`src/hw/rtl/tsr_pkg.sv`:
```
package tsr_pkg;

  localparam int unsigned SEGMENT_MAX  = 64;
  localparam int unsigned DATAGRAM_MAX = 2048;
  localparam int unsigned SEG_AW       = $clog2(SEGMENT_MAX);
  localparam int unsigned FILL_W       = $clog2(SEGMENT_MAX + 2);
  localparam int unsigned DG_AW        = $clog2(DATAGRAM_MAX);
  localparam int unsigned EPOCH_W      = 8;
  localparam int unsigned HDR_BYTES    = 6;

  localparam logic [15:0] CRC_INIT  = 16'h1D0F;
  localparam logic [15:0] CRC_POLY  = 16'h1021;
  localparam logic [7:0]  CLASS_RST = 8'd85;
  localparam logic [7:0]  KIND_MASK = 8'hF8;
  localparam logic [7:0]  KIND_FIRST = 8'hC0;
  localparam logic [7:0]  KIND_SUBSEQ = 8'hE0;

  typedef enum logic [1:0] {
    OP_SEG   = 2'd0,
    OP_READ  = 2'd1,
    OP_ABORT = 2'd2,
    OP_NONE  = 2'd3
  } op_e;

  typedef enum logic [2:0] {
    ST_TAKEN    = 3'd0,
    ST_DROPPED  = 3'd1,
    ST_ACCEPTED = 3'd2,
    ST_COMPLETE = 3'd3,
    ST_READ     = 3'd4
  } status_e;

  typedef enum logic [1:0] {
    V_DROP  = 2'd0,
    V_FIRST = 2'd1,
    V_SUB   = 2'd2
  } verdict_e;

  // commands from controller to datapath
  typedef struct packed {
    logic latch;
    logic seg_byte;
    logic abort;
    logic rd_issue;
    logic rd_take;
    logic check;
    logic cp_rd;
    logic cp_wr;
    logic cp_done;
    logic sweep_step;
    logic load_out;
  } cmd_t;

  // status from datapath to controller
  typedef struct packed {
    op_e      op;
    logic     last;
    verdict_e verdict;
    logic     wrap;
    logic     copy_more;
    logic     sweep_last;
  } sts_t;

  // one byte of CRC-16, MSB first
  function automatic logic [15:0] crc_byte(input logic [15:0] crc, input logic [7:0] data);
    logic [15:0] c;
    c = crc ^ {data, 8'h00};
    for (int b = 0; b < 8; b++) begin
      c = c[15] ? ({c[14:0], 1'b0} ^ CRC_POLY) : {c[14:0], 1'b0};
    end
    return c;
  endfunction

endpackage

```
`src/hw/rtl/tsr_ctrl.sv`:
```
module tsr_ctrl (
  input  logic          clk_i,
  input  logic          rst_ni,
  input  logic          in_valid_i,
  output logic          in_ready_o,
  output logic          out_valid_o,
  input  logic          out_ready_i,
  input  tsr_pkg::sts_t sts_i,
  output tsr_pkg::cmd_t cmd_o
);

  typedef enum logic [2:0] {
    S_SWEEP,
    S_IDLE,
    S_EXEC,
    S_READ,
    S_CHECK,
    S_CP_RD,
    S_CP_WR,
    S_RESULT
  } state_e;

  state_e state_q, state_d;
  logic   out_valid_q, out_valid_d;
  logic   sweep_copy_q, sweep_copy_d;
  logic   out_free;

  assign out_free    = !out_valid_q || out_ready_i;
  assign in_ready_o  = (state_q == S_IDLE);
  assign out_valid_o = out_valid_q;

  // sequence one item at a time
  always_comb begin
    cmd_o        = '0;
    state_d      = state_q;
    sweep_copy_d = sweep_copy_q;
    out_valid_d  = out_valid_q && !out_ready_i;
    case (state_q)
      S_SWEEP: begin
        cmd_o.sweep_step = 1'b1;
        if (sts_i.sweep_last) begin
          state_d      = sweep_copy_q ? S_CP_RD : S_IDLE;
          sweep_copy_d = 1'b0;
        end
      end
      S_IDLE: begin
        if (in_valid_i) begin
          cmd_o.latch = 1'b1;
          state_d     = S_EXEC;
        end
      end
      S_EXEC: begin
        case (sts_i.op)
          tsr_pkg::OP_SEG: begin
            cmd_o.seg_byte = 1'b1;
            state_d        = sts_i.last ? S_CHECK : S_RESULT;
          end
          tsr_pkg::OP_READ: begin
            cmd_o.rd_issue = 1'b1;
            state_d        = S_READ;
          end
          tsr_pkg::OP_ABORT: begin
            cmd_o.abort = 1'b1;
            state_d     = S_RESULT;
          end
          default: state_d = S_RESULT;
        endcase
      end
      S_READ: begin
        cmd_o.rd_take = 1'b1;
        state_d       = S_RESULT;
      end
      S_CHECK: begin
        cmd_o.check = 1'b1;
        case (sts_i.verdict)
          tsr_pkg::V_FIRST: begin
            if (sts_i.wrap) begin
              state_d      = S_SWEEP;
              sweep_copy_d = 1'b1;
            end else begin
              state_d = S_CP_RD;
            end
          end
          tsr_pkg::V_SUB: state_d = S_CP_RD;
          default:        state_d = S_RESULT;
        endcase
      end
      S_CP_RD: begin
        if (sts_i.copy_more) begin
          cmd_o.cp_rd = 1'b1;
          state_d     = S_CP_WR;
        end else begin
          cmd_o.cp_done = 1'b1;
          state_d       = S_RESULT;
        end
      end
      S_CP_WR: begin
        cmd_o.cp_wr = 1'b1;
        state_d     = S_CP_RD;
      end
      S_RESULT: begin
        if (out_free) begin
          cmd_o.load_out = 1'b1;
          out_valid_d    = 1'b1;
          state_d        = S_IDLE;
        end
      end
      default: state_d = S_IDLE;
    endcase
  end

  // hold state and result valid
  always_ff @(posedge clk_i or negedge rst_ni) begin
    if (!rst_ni) begin
      state_q      <= S_SWEEP;
      out_valid_q  <= 1'b0;
      sweep_copy_q <= 1'b0;
    end else begin
      state_q      <= state_d;
      out_valid_q  <= out_valid_d;
      sweep_copy_q <= sweep_copy_d;
    end
  end

endmodule

```
`config.mk`:
```
export PLATFORM = sky130hd
export DESIGN_NAME = tsr_ctrl
export DESIGN_NICKNAME = d
export VERILOG_FILES = /design/src/hw/rtl/tsr_pkg.sv /design/src/hw/rtl/tsr_ctrl.sv
export SDC_FILE = /design/constraint.sdc
export NUM_CORES = 1
export LEC_CHECK = 0
export ABC_AREA = 1
export BUFFER_PORTS_ARGS = -buffer_cell sky130_fd_sc_hd__buf_2
export CORE_AREA = 2 2 39 41
export CTS_BUF_LIST = sky130_fd_sc_hd__clkbuf_16
export DETAILED_ROUTE_END_ITERATION = 10
export DIE_AREA = 0 0 41 43
export PLACE_DENSITY = 0.68
export SYNTH_ARGS = -nofsm -noshare
export SYNTH_HDL_FRONTEND = slang
export SYNTH_SLANG_ARGS = --single-unit
```
`constraint.sdc`:
```
create_clock -name clk_i -period 2.15 [get_ports clk_i]
set_clock_uncertainty 0.1 [all_clocks]
set_input_delay 0.1075 -clock clk_i [delete_from_list [all_inputs] [get_ports clk_i]]
set_output_delay 0.1075 -clock clk_i [all_outputs]
set_load 0.01 [all_outputs]
```
After elaboration in Yosys (flattened, before gate mapping):

Index checks and enable logic that the tools add are counted.

* reductions and logical operators: 9
* mux-type cells: 32
* equal/unequal tests: 16

Operators with widths (count)
* case mux 3 bit (8 select lines): 1
* two-way mux 1 bit: 21
* two-way mux 3 bit: 6
* equality test 3 bit (second input constant): 4
* case mux 3 bit (2 select lines): 2
* != test 2 bit (second input constant): 4
* equality test 3 x 2 -> 1 bit (second input constant): 2
* equality test 2 x 1 -> 1 bit (second input constant): 2
* equality test 2 bit (second input constant): 2
* AND reduction 4 bit: 1
* equality test 3 x 1 -> 1 bit (second input constant): 1
* logical NOT 3 bit: 1
* AND reduction 3 bit: 1
* logical NOT 1 bit: 2
* logical NOT 2 bit: 1
* two-way mux 2 bit: 1
* != test 2 x 1 -> 1 bit (second input constant): 1
* case mux 1 bit (2 select lines): 1
* nonzero test 2 bit: 1
* logical AND 1 bit: 1
* logical OR 1 bit: 1

* logic and storage cells: 60
* register bits: 5
* output and inout port bits: 13

Depth between registers and ports, before layout:

* word-level depth: 4
* gate-level depth with buffers: 8
* depth with buffers taken out: 8

Worst setup path after synthesis:

No wires, ideal clock.

* kind: register -> output
* from: register state_q[1]
* to: output port cmd_o[7] (netlist name)
* arrival: 0.990 ns
* data required time: 1.942 ns
* setup slack: 0.953 ns
* stages on the path, launching flop included: 5
* path buffers: 0
* path through: dfrtp_1 > inv_1 > nor3_1 > inv_1 > nor3_1

RTL lines
* start: declaration: line tsr_ctrl.sv:23 `state_e state_q, state_d;`
* start signal: assignment: line tsr_ctrl.sv:119 `state_q <= state_d;`
* end: declaration: line tsr_ctrl.sv:9 `output tsr_pkg::cmd_t cmd_o`

==> impl_metrics.ini <==
[outcome]
outcome = finished clean

[synthesis]
synth-seq-cells = 5
syn_area_per_cell_sq_um = 5.773
ys_warn_count = 0
ys_seq_area_share_pct = 24.63
syn_nets = 102
ys_types = 18
synth_area_leaders = dfrtp_1 25%, nand2_1 16%, inv_1 15%
yosysTopAreaCellShare_pct = 24.63
yosysTopAreaCell = dfrtp_1
syn_area_sq_um = 508.0
synth_cells = 88

[floorplanning]
die-area_sq_um = 1763
rows = 14
ios = 25
start_util_pct = 36.71
die_height_microns = 43
fp.dieW_microns = 41
coreArea_sq_um = 1384

[run]
maxCapViolations = 0

[power_and_ir_drop]
switchingPower_uw = 451.7
power.density_nw_per_um2 = 1377
combPwrFrac_pct = 51.6
pwr-share-seq_pct = 19.1
p_sw_share_pct = 43.78
internal-power_uw = 580.0
power_frac_clock_pct = 29.3
ir_worst_vdd_mv = 0.6840
p_leak_uw = 0.0005099

[drt]
drt_iter0_markers = 13
via_count = 605
final_antenna_net_count = 0
vias_per_cell = 4.515
drt_wl_total_microns = 1185
wl_per_cell_microns = 8.843
dr.pass1.iters = 4
drc = 0

[cts]
cts_tree = built
cts_resized = 0
clock-sinks = 5
cts_made_buffers = 3
cts-root-buf = clkbuf_16
path_clk_slew_ns = 0.04
ctsHoldBuffers = 3
clk_latency_ns = 0.23
cts_buffer_depth = 2
ctsHtreeMaxLevel = 1
post-cts-setup-buffers = 0

[global_route]
grt_pass1_vias = 529
antenna_found_initial = 0
grt_overflow = 0
grt_util_all_layers_pct = 17.59
grt_pass1_wl_microns = 2083
grt_max_degree = 7

[placed_design]
dp_cells = 127
place.gp.congestion = 0.7998
hpwlAfterDp_microns = 980.6
io_buffers = 24
place_worst_setup_slack_ns = 0.8520

[setup_path]
critPathKind = flop to output pin
arrival_ns = 1.32
critPathMaxStageDelay_ns = 0.43
cpLargestDelayFamily = flip-flops
slowest_stage = dfrtp_1
crit_buf_inv = 3
end_kind = output pin
critical_path.max_fanout = 5
required_ns = 1.94
worstPathCellList = inv_1, nor3_1, inv_1, nor3_1, buf_2
crit_path_start_kind = flop

[min_path]
worstHoldPathType = input pin to async pin

[sta]
hold_viol = 0
tns_ns = 0
maxSlewHeadroom_pct = 85.60
fin_crit_sh_pct = 70.85
maxSlewViolCount = 0
setup_viol = 0
rsz0062_at_grt = no
layout_setup_ws_ns = 0.6268
max_freq_ghz = 0.6565
tightest_slew_ns = 0.2160
period_minus_slack_ns = 1.523

[cells_and_area]
final_cells = 134
syn2layout_area_growth_pct = 47.54
nets = 133
drive_above_1_share_pct = 31.36
antenna_cells = 0
[worst paths after layout]
kind | slack [ns] | from | to | cells after the start
worst min-delay path | 0.13 | rst_ni | state_q[2] | 2
min in group clk_i | 0.18 | sts_i[2] | sweep_copy_q | 5
max in group asynchronous | 1.69 | rst_ni | state_q[1] | 2
worst min register to register | 0.42 | sweep_copy_q | sweep_copy_q | 2
worst max-delay path | 0.63 | state_q[1] | cmd_o[9] | 5
worst max register to register | 0.84 | state_q[2] | state_q[2] | 7
[Yosys cell counts]
master,n
a22oi_1,1
a21oi_1,1
nand2_2,3
nor2_4,1
nand4_1,1
nor2_2,3
inv_2,2
buf_4,1
o21ai_1,1
o21ai_0,1
nor3_1,3
ha_1,2
inv_1,20
nand2_1,22
nand3_1,6
nand3_2,1
nor2_1,14
dfrtp_1,5
[layer usage]
| metal | part of all wire, % | vias to the layer above | track usage (%) |
|---|---|---|---|
| li1 | - | 322 | - |
| met1 | 45 | 270 | 20.72 |
| met2 | 51 | 11 | 28.13 |
| met3 | 3.4 | 2 | 4.712 |
| met4 | 0.68 | 0 | 8.000 |
| met5 | 0 | - | 0 |
[power by group through the flow]
stage               logic [uW]  clock network (uW)  registers [uW]
finish                     532                 302             197
global placement           515                   0             195
global route               611                 314             204
floorplan                  386                   0             192
CTS                        537                 304             197
detailed placement         520                   0             198
[logic make-up (layout without fill, tap and decap cells)]
kind of cell,Yosys count,count (layout),share of synthesized area [%]
flops,5,5,24.63
compound gates,4,4,4.431
buf+inv,23,53,17.73
simple gates,54,54,48.28
fa+ha+maj,2,2,4.925
[flip-flops by register name, indices dropped and copies added, names as in the netlist]
name          cells
state_q           3
out_valid_o       1
sweep_copy_q      1
[worst reg2reg max path, cell delays in order (launching register included)]
cell and delay, ns:
dfrtp_1 0.44, inv_2 0.11, nand2_1 0.15, nand2_1 0.07, nor2_1 0.10, nand3_1 0.09
nand2_1 0.08, nand2_1 0.06
[area by class of cell]
class	count	area, sq um
fill	140	634.4
multi-input combinational	60	292.8
timing repair buffer	27	150.1
sequential	5	125.1
inverter	22	82.58
clock buffer	3	75.07
tap	16	20.02
clock inverter	1	3.754
[metrics by stage]
stage	total power, uW	util [%]	hold WS, ns	instance area [sq um]
after floorplan	578.5	-	-0.2881	508.0
after global routing	1130	54.16	0.1471	749.5
final	1032	54.16	0.1294	749.5
after detailed placement	718.8	46.29	-0.1673	640.6
after global placement	709.6	46.29	-0.1713	640.6
after CTS	1038	54.16	0.1280	749.5
[cells in the final DEF, fill, tap and decap left out]
cell,count
buf_2,24
nand2_1,22
inv_1,21
nor2_1,14
nand3_1,6
dfrtp_1,5
nand2_2,3
nor2_2,3
nor3_1,3
clkbuf_16,3
dlygate4sd3_1,3
inv_2,2
ha_1,2
nor2_4,1
o21ai_0,1
a22oi_1,1
nand3_2,1
a21oi_1,1
nand4_1,1
o21ai_1,1
No activity file was read; power rests on OpenSTA's default activity.
